### config.mk
export PLATFORM = sky130hd
export DESIGN_NAME = gzip_header_parser
export DESIGN_NICKNAME = d
export VERILOG_FILES = /design/src/rtl/core/gzhp_pkg.sv /design/src/rtl/core/gzip_header_parser.sv /design/src/rtl/core/gzhp_parse.sv /design/src/rtl/core/gzhp_out_reg.sv
export SDC_FILE = /design/constraint.sdc
export NUM_CORES = 1
export LEC_CHECK = 0
export ABC_AREA = 1
export BUFFER_PORTS_ARGS = -buffer_cell sky130_fd_sc_hd__buf_2
export CAP_MARGIN = 10
export CORE_MARGIN = 2
export CORE_UTILIZATION = 55
export DETAILED_ROUTE_END_ITERATION = 16
export PLACE_DENSITY = 0.84
export SLEW_MARGIN = 20
export SYNTH_ARGS = -nofsm -noshare
export SYNTH_HDL_FRONTEND = slang
export SYNTH_SLANG_ARGS = --single-unit
### constraint.sdc
create_clock -name clk_i -period 6.85 [get_ports clk_i]
set_input_delay 1.37 -clock clk_i [delete_from_list [all_inputs] [get_ports clk_i]]
set_output_delay 1.37 -clock clk_i [all_outputs]
set_load 0.005 [all_outputs]
### src/rtl/core/gzhp_pkg.sv
// gzip header parser package: phase and status codes, flag record, result record
// and the next-field selection shared by the parser core and the top level.
// no dependencies
package gzhp_pkg;

  localparam int OFFSET_BITS_DEF = 32;
  localparam int LEN_W           = 32;

  localparam logic [7:0] MAGIC0    = 8'h1f;
  localparam logic [7:0] MAGIC1    = 8'h8b;
  localparam logic [7:0] METHOD    = 8'h08;
  localparam int         FIXED_LEN = 10;
  localparam logic [15:0] HCRC_LEN = 16'd2;

  // bit positions inside the flag byte
  localparam int FHCRC_BIT    = 1;
  localparam int FEXTRA_BIT   = 2;
  localparam int FNAME_BIT    = 3;
  localparam int FCOMMENT_BIT = 4;

  typedef enum logic [2:0] {
    PH_FIXED   = 3'd0,
    PH_XLO     = 3'd1,
    PH_XHI     = 3'd2,
    PH_XSKIP   = 3'd3,
    PH_NAME    = 3'd4,
    PH_COMMENT = 3'd5,
    PH_HCRC    = 3'd6,
    PH_DONE    = 3'd7
  } phase_e;

  typedef enum logic [1:0] {
    ST_OK    = 2'd0,
    ST_MAGIC = 2'd1,
    ST_TRUNC = 2'd2,
    ST_OVFL  = 2'd3
  } status_e;

  typedef struct packed {
    logic fcomment;
    logic fname;
    logic fextra;
    logic fhcrc;
  } flags_t;

  typedef struct packed {
    status_e           status;
    logic [LEN_W-1:0]  length;
  } res_t;

  // optional fields come in a fixed order; pick the first one still ahead
  function automatic phase_e next_stage(phase_e from, flags_t f);
    phase_e nxt;
    nxt = PH_DONE;
    if (from < PH_HCRC && f.fhcrc)
      nxt = PH_HCRC;
    if (from < PH_COMMENT && f.fcomment)
      nxt = PH_COMMENT;
    if (from < PH_NAME && f.fname)
      nxt = PH_NAME;
    if (from < PH_XLO && f.fextra)
      nxt = PH_XLO;
    return nxt;
  endfunction

endpackage

### src/rtl/core/gzip_header_parser.sv
// gzip header parser top level: stream ports, parser core and result register.
// one byte per cycle; a result beat appears in the cycle after the byte that decides it
// and the input is held off only while that beat waits and the master side is stalled.
// rst_ni clears all parser state and the pending result; throughput is one beat per cycle.
// depends on gzhp_pkg, gzhp_parse, gzhp_out_reg
module gzip_header_parser #(
  parameter int OFFSET_BITS = gzhp_pkg::OFFSET_BITS_DEF
) (
  input  logic        clk_i,
  input  logic        rst_ni,
  input  logic        s_axis_tvalid,
  output logic        s_axis_tready,
  input  logic [7:0]  s_axis_tdata,   // [7:0] data_byte
  input  logic        s_axis_tlast,   // last_byte
  output logic        m_axis_tvalid,
  input  logic        m_axis_tready,
  output logic [31:0] m_axis_tdata,   // [31:0] header_length
  output logic [1:0]  m_axis_tuser    // [1:0] status
);

  logic           beat;
  logic           emit;
  logic           free;
  gzhp_pkg::res_t res;
  gzhp_pkg::res_t res_out;

  assign s_axis_tready = free;
  assign beat          = s_axis_tvalid && free;

  gzhp_parse #(
    .OFFSET_BITS (OFFSET_BITS)
  ) u_parse (
    .clk_i  (clk_i),
    .rst_ni (rst_ni),
    .beat_i (beat),
    .data_i (s_axis_tdata),
    .last_i (s_axis_tlast),
    .emit_o (emit),
    .res_o  (res)
  );

  gzhp_out_reg u_out (
    .clk_i   (clk_i),
    .rst_ni  (rst_ni),
    .load_i  (emit),
    .res_i   (res),
    .ready_i (m_axis_tready),
    .valid_o (m_axis_tvalid),
    .res_o   (res_out),
    .free_o  (free)
  );

  assign m_axis_tdata = res_out.length;
  assign m_axis_tuser = res_out.status;

endmodule

### src/rtl/core/gzhp_parse.sv
// gzip header parser core: per-stream state registers and the per-byte update.
// decides at most one result per accepted byte.
// depends on gzhp_pkg
module gzhp_parse #(
  parameter int OFFSET_BITS = gzhp_pkg::OFFSET_BITS_DEF
) (
  input  logic              clk_i,
  input  logic              rst_ni,
  input  logic              beat_i,
  input  logic [7:0]        data_i,
  input  logic              last_i,
  output logic              emit_o,
  output gzhp_pkg::res_t    res_o
);

  localparam int CntW = (OFFSET_BITS < 32) ? OFFSET_BITS : 32;

  gzhp_pkg::phase_e phase_q, phase_d;
  logic [CntW-1:0]  pos_q, pos_d;
  gzhp_pkg::flags_t flags_q, flags_d;
  logic [7:0]       xlo_q, xlo_d;
  logic [15:0]      skip_q, skip_d;
  logic             given_q, given_d;
  logic             clear;

  always_comb begin
    phase_d = phase_q;
    pos_d   = pos_q;
    flags_d = flags_q;
    xlo_d   = xlo_q;
    skip_d  = skip_q;
    given_d = given_q;
    clear   = 1'b0;
    emit_o  = 1'b0;
    res_o.status = gzhp_pkg::ST_OK;
    res_o.length = '0;

    if (beat_i) begin
      if (given_q) begin
        // waiting for the end of the stream
        clear = last_i;
      end else begin
        if (pos_q == '1) begin
          emit_o = 1'b1;
          res_o.status = gzhp_pkg::ST_OVFL;
        end else begin
          pos_d = pos_q + CntW'(1);
          case (phase_q)
            gzhp_pkg::PH_FIXED: begin
              if ((pos_q == CntW'(0) && data_i != gzhp_pkg::MAGIC0) ||
                  (pos_q == CntW'(1) && data_i != gzhp_pkg::MAGIC1) ||
                  (pos_q == CntW'(2) && data_i != gzhp_pkg::METHOD)) begin
                emit_o = 1'b1;
                res_o.status = gzhp_pkg::ST_MAGIC;
              end else if (pos_q == CntW'(3)) begin
                flags_d.fhcrc    = data_i[gzhp_pkg::FHCRC_BIT];
                flags_d.fextra   = data_i[gzhp_pkg::FEXTRA_BIT];
                flags_d.fname    = data_i[gzhp_pkg::FNAME_BIT];
                flags_d.fcomment = data_i[gzhp_pkg::FCOMMENT_BIT];
              end else if (pos_q >= CntW'(gzhp_pkg::FIXED_LEN - 1)) begin
                phase_d = gzhp_pkg::next_stage(gzhp_pkg::PH_FIXED, flags_q);
              end
            end
            gzhp_pkg::PH_XLO: begin
              xlo_d   = data_i;
              phase_d = gzhp_pkg::PH_XHI;
            end
            gzhp_pkg::PH_XHI: begin
              skip_d  = {data_i, xlo_q};
              phase_d = (skip_d == '0) ?
                        gzhp_pkg::next_stage(gzhp_pkg::PH_XSKIP, flags_q) :
                        gzhp_pkg::PH_XSKIP;
            end
            gzhp_pkg::PH_XSKIP: begin
              skip_d = skip_q - 16'd1;
              if (skip_d == '0)
                phase_d = gzhp_pkg::next_stage(gzhp_pkg::PH_XSKIP, flags_q);
            end
            gzhp_pkg::PH_NAME: begin
              if (data_i == '0)
                phase_d = gzhp_pkg::next_stage(gzhp_pkg::PH_NAME, flags_q);
            end
            gzhp_pkg::PH_COMMENT: begin
              if (data_i == '0)
                phase_d = gzhp_pkg::next_stage(gzhp_pkg::PH_COMMENT, flags_q);
            end
            gzhp_pkg::PH_HCRC: begin
              skip_d = skip_q - 16'd1;
              if (skip_d == '0)
                phase_d = gzhp_pkg::PH_DONE;
            end
            default: begin
              phase_d = gzhp_pkg::PH_DONE;
            end
          endcase

          // entering the header crc loads its byte count
          if (phase_d == gzhp_pkg::PH_HCRC && phase_q != gzhp_pkg::PH_HCRC)
            skip_d = gzhp_pkg::HCRC_LEN;

          if (!emit_o) begin
            if (phase_d == gzhp_pkg::PH_DONE) begin
              emit_o = 1'b1;
              res_o.status = gzhp_pkg::ST_OK;
              res_o.length = gzhp_pkg::LEN_W'(pos_d);
            end else if (last_i) begin
              emit_o = 1'b1;
              res_o.status = gzhp_pkg::ST_TRUNC;
            end
          end
        end

        if (emit_o) begin
          clear   = last_i;
          given_d = 1'b1;
        end
      end
    end

    if (clear) begin
      phase_d = gzhp_pkg::PH_FIXED;
      pos_d   = '0;
      flags_d = '0;
      xlo_d   = '0;
      skip_d  = '0;
      given_d = 1'b0;
    end
  end

  always_ff @(posedge clk_i or negedge rst_ni) begin
    if (!rst_ni) begin
      phase_q <= gzhp_pkg::PH_FIXED;
      pos_q   <= '0;
      flags_q <= '0;
      xlo_q   <= '0;
      skip_q  <= '0;
      given_q <= 1'b0;
    end else begin
      phase_q <= phase_d;
      pos_q   <= pos_d;
      flags_q <= flags_d;
      xlo_q   <= xlo_d;
      skip_q  <= skip_d;
      given_q <= given_d;
    end
  end

  a_last_restarts: assert property (@(posedge clk_i) disable iff (!rst_ni)
    beat_i && last_i |=> pos_q == '0 && !given_q && phase_q == gzhp_pkg::PH_FIXED)
    else $error("stream end did not restart the parser");

  a_one_result: assert property (@(posedge clk_i) disable iff (!rst_ni)
    beat_i && given_q |-> !emit_o)
    else $error("second result in one stream");

  a_ok_length: assert property (@(posedge clk_i) disable iff (!rst_ni)
    emit_o && res_o.status == gzhp_pkg::ST_OK |->
      res_o.length >= gzhp_pkg::LEN_W'(gzhp_pkg::FIXED_LEN))
    else $error("ok result shorter than the fixed header");

  a_err_length: assert property (@(posedge clk_i) disable iff (!rst_ni)
    emit_o && res_o.status != gzhp_pkg::ST_OK |-> res_o.length == '0)
    else $error("error result carries a length");

endmodule

### src/rtl/core/gzhp_out_reg.sv
// gzip header parser result register: holds one result beat for the master side.
// depends on gzhp_pkg
module gzhp_out_reg (
  input  logic              clk_i,
  input  logic              rst_ni,
  input  logic              load_i,
  input  gzhp_pkg::res_t    res_i,
  input  logic              ready_i,
  output logic              valid_o,
  output gzhp_pkg::res_t    res_o,
  output logic              free_o
);

  logic           valid_q, valid_d;
  gzhp_pkg::res_t res_q;

  // a waiting beat leaves in the same cycle a new one can land
  assign free_o = !valid_q || ready_i;

  always_comb begin
    valid_d = valid_q;
    if (load_i)
      valid_d = 1'b1;
    else if (ready_i)
      valid_d = 1'b0;
  end

  always_ff @(posedge clk_i or negedge rst_ni) begin
    if (!rst_ni) begin
      valid_q <= 1'b0;
    end else begin
      valid_q <= valid_d;
    end
  end

  always_ff @(posedge clk_i) begin
    if (load_i) begin
      res_q <= res_i;
    end
  end

  assign valid_o = valid_q;
  assign res_o   = res_q;

endmodule
==> metrics.txt <==
proportion of layout cells with a drive suffix above 1 0.1268; critical path required time 6.98 ns; DRT antenna net count 0; number of synthesized flops with an enable pin 34; average size of a mapped cell 7.846 um2; final core area utilization 0.6134; First-pass DRT Iterations 6; crit path launch type input port; drt via density 5.584; Unique masters post-synth 38; drc violations 0; maximum clock path buffer count 2; Synth Flop Type dfrtp_1; RSZ-0062 raised after global routing no; Most common cell on crit path nand3_1; total of warnings raised by yosys 0; initial antenna violation count 0; relative slew slack 0.2767; post-cts resize count 0; Total Die Area 11110 um2; Leak 2.784 nW; routability cong. 1.010; CTS clock-pin slew for the worst setup and hold paths 0.09 ns; Fmax 0.2783 GHz; CTS Buf Count 9; slew of the pin with the lowest slew margin between 1 and 1.5 ns; Final period util 0.5245; PwrDens 295.3 nW/um2; Via Count a little over 5000; largest net degree at the start of global routing 66; CTS tree yes; final wirelength around 13000 um; Worst Hold Class reg -> reg; Layout area overhead 9.931%; Chip Width 105.4 um; fin. max-slew vios 0; grt ovf 0; setup violators final 0; highest-count cells in the layout ignoring fill and taps nand2_1, nor2_1, inv_1, dfrtp_1, buf_2; Ports 49; DRT iter0 DRCs approximately 580; max-cap violation count 0; Die H 105.4 um; slowest CP cell nor3_1; most common cell after layout, fill and taps aside nand2_1; Port Buf Inserts between 40 and 50; Seq/Total Area, Yosys 0.4680; Syn Nets 741; clk_skew 0.01279 ns; maximum vdd drop slightly above 200 uV; row count 37; HPWL after detailed placement 9466 um; vias in the first global route 4730; Post-Syn Area 5657 um2; Worst Setup Path Type in -> reg; flop and latch count out of synthesis 99; ordered list of cells on the worst path buf_2 -> nor2_1 -> nand2_1 -> nor3_1 -> nand3_1 -> a21oi_1 -> nand2_1 -> inv_1 -> nand3_1 -> nand3_1 -> nand3b_1 -> buf_6 -> nor2_1; synthesized netlist cell count 721; Starting Density 0.5579; Largest stage delay, worst path around 0.50 ns; CTS Hold Bufs 0; Min Hold Slack 0.5166 ns; Layout Nets 788; Min Clock Period, post-route 3.593 ns; clock latency on the worst-skew pair 0.38 ns; H-tree depth 3; n_diodes 0; status complete, no violations; Setup TNS 0 ns; Root Driver clkbuf_8; area of the core 10140 um2; first-pass GRT wire length 21850 um; TritonCTS Sinks 99; GRT Util Overall 0.2455; FFs w/ async S/R, synth 0.6566; postcts setup bufs 0; WL/cell about 15 um; CP arrival 3.72 ns; Final Hold Viols 0; CP endpoint kind flip-flop; Max FO, Critical Path 23
[final timing paths]
| kind | startpoint | end | slack (ns) | cells past startpoint |
|---|---|---|---|---|
| max | s_axis_tdata[6] | u_out.res_o[24]$_SDFFCE_PP0P_ | 3.26 | 13 |
| min | u_parse.skip_q[15]$_DFFE_PN0P_ | u_parse.skip_q[15]$_DFFE_PN0P_ | 0.52 | 2 |
| max reg2reg | u_parse.pos_q[0]$_DFFE_PN0P_ | u_parse.pos_q[30]$_DFFE_PN0P_ | 3.33 | 16 |
| min reg2reg | u_parse.skip_q[15]$_DFFE_PN0P_ | u_parse.skip_q[15]$_DFFE_PN0P_ | 0.52 | 2 |
| max in group asynchronous | rst_ni | u_parse.xlo_q[1]$_DFFE_PN0P_ | 5.13 | 2 |
| min in group asynchronous | rst_ni | u_parse.pos_q[4]$_DFFE_PN0P_ | 1.19 | 2 |
[cells by family after synthesis]
group | count (synthesis) | share of synthesized area
buffers and inverters | 122 | 0.08560
xor gates and xnor gates | 24 | 0.03716
and+or+nand+nor | 380 | 0.3026
DFF | 99 | 0.4680
adders and majority gates | 7 | 0.01548
AOI/OAI and AO/OA | 89 | 0.09113
[final cells by class]
cell class | count | area (um2)
Sequential cell | 99 | 2648
Multi-Input combinational cell | 500 | 2527
Tap cell | 136 | 170.2
Fill cell | 844 | 3920
Inverter | 107 | 404.1
Timing Repair Buffer | 51 | 266.5
Clock inverter | 6 | 53.80
Clock buffer | 10 | 148.9
[through the flow]
stage / power (mW) / cells / setup WS [ns] / instance area (um2)
finish: 1.836 / 909 / 3.257 / 6218
global route: 1.959 / 909 / 3.063 / 6218
CTS: 1.829 / 908 / 2.890 / 6207
detailed placement: 1.451 / 892 / 2.495 / 6005
global placement: 1.429 / 892 / 2.817 / 6005
floorplan: 1.262 / 721 / 2.465 / 5657
[flip-flops by register name (all words and copies together), names as in the netlist]
register,flops
u_out.res_o,34
u_parse.flags_q,4
u_parse.phase_q,3
u_parse.given_q,1
u_parse.xlo_q,8
u_parse.pos_q,32
u_out.valid_o,1
u_parse.skip_q,16
[worst max-delay path: cells and delay by family]
kind	cells	cell delay [ns]
compound gates	1	0.19
buf+inv	3	0.48
simple gates	9	1.65
[cells in the mapped netlist, types with 2 or more instances]
master | instances | area (um2)
nand2_1 | 163 | 611.8
nor2_1 | 109 | 409.1
inv_1 | 102 | 382.9
dfrtp_1 | 65 | 1627
nand3_1 | 37 | 185.2
edfxtp_1 | 34 | 1021
o21ai_0 | 34 | 170.2
o22ai_1 | 32 | 200.2
xor2_1 | 23 | 201.4
nand4_1 | 18 | 112.6
nor3_1 | 18 | 90.09
a21oi_1 | 15 | 75.07
buf_2 | 10 | 50.05
nor2_2 | 10 | 62.56
ha_1 | 7 | 87.58
nand3b_1 | 7 | 52.55
clkbuf_1 | 3 | 11.26
inv_2 | 3 | 11.26
nand3_2 | 3 | 30.03
nor2_4 | 3 | 33.78
nor4_1 | 3 | 18.77
nand2_2 | 2 | 12.51
nand2_4 | 2 | 22.52
nor3_2 | 2 | 20.02
o211ai_1 | 2 | 15.01
o41ai_1 | 2 | 17.52
[metal layers]
metal  GRT usage  up-vias  wire length [um]
met2      0.4171      225              6582
met1      0.3153     2389              5549
li1            -     2438                 -
met3     0.04638       24               843
met5           0        -                 0
met4     0.08381        0               215
[power breakdown]
part / internal (mW) / switching, mW / total [mW]
sequential: 0.719 / 0.0842 / 0.803
combinational: 0.209 / 0.443 / 0.652
clock: 0.160 / 0.221 / 0.381
No activity file was read; power rests on OpenSTA's default activity.
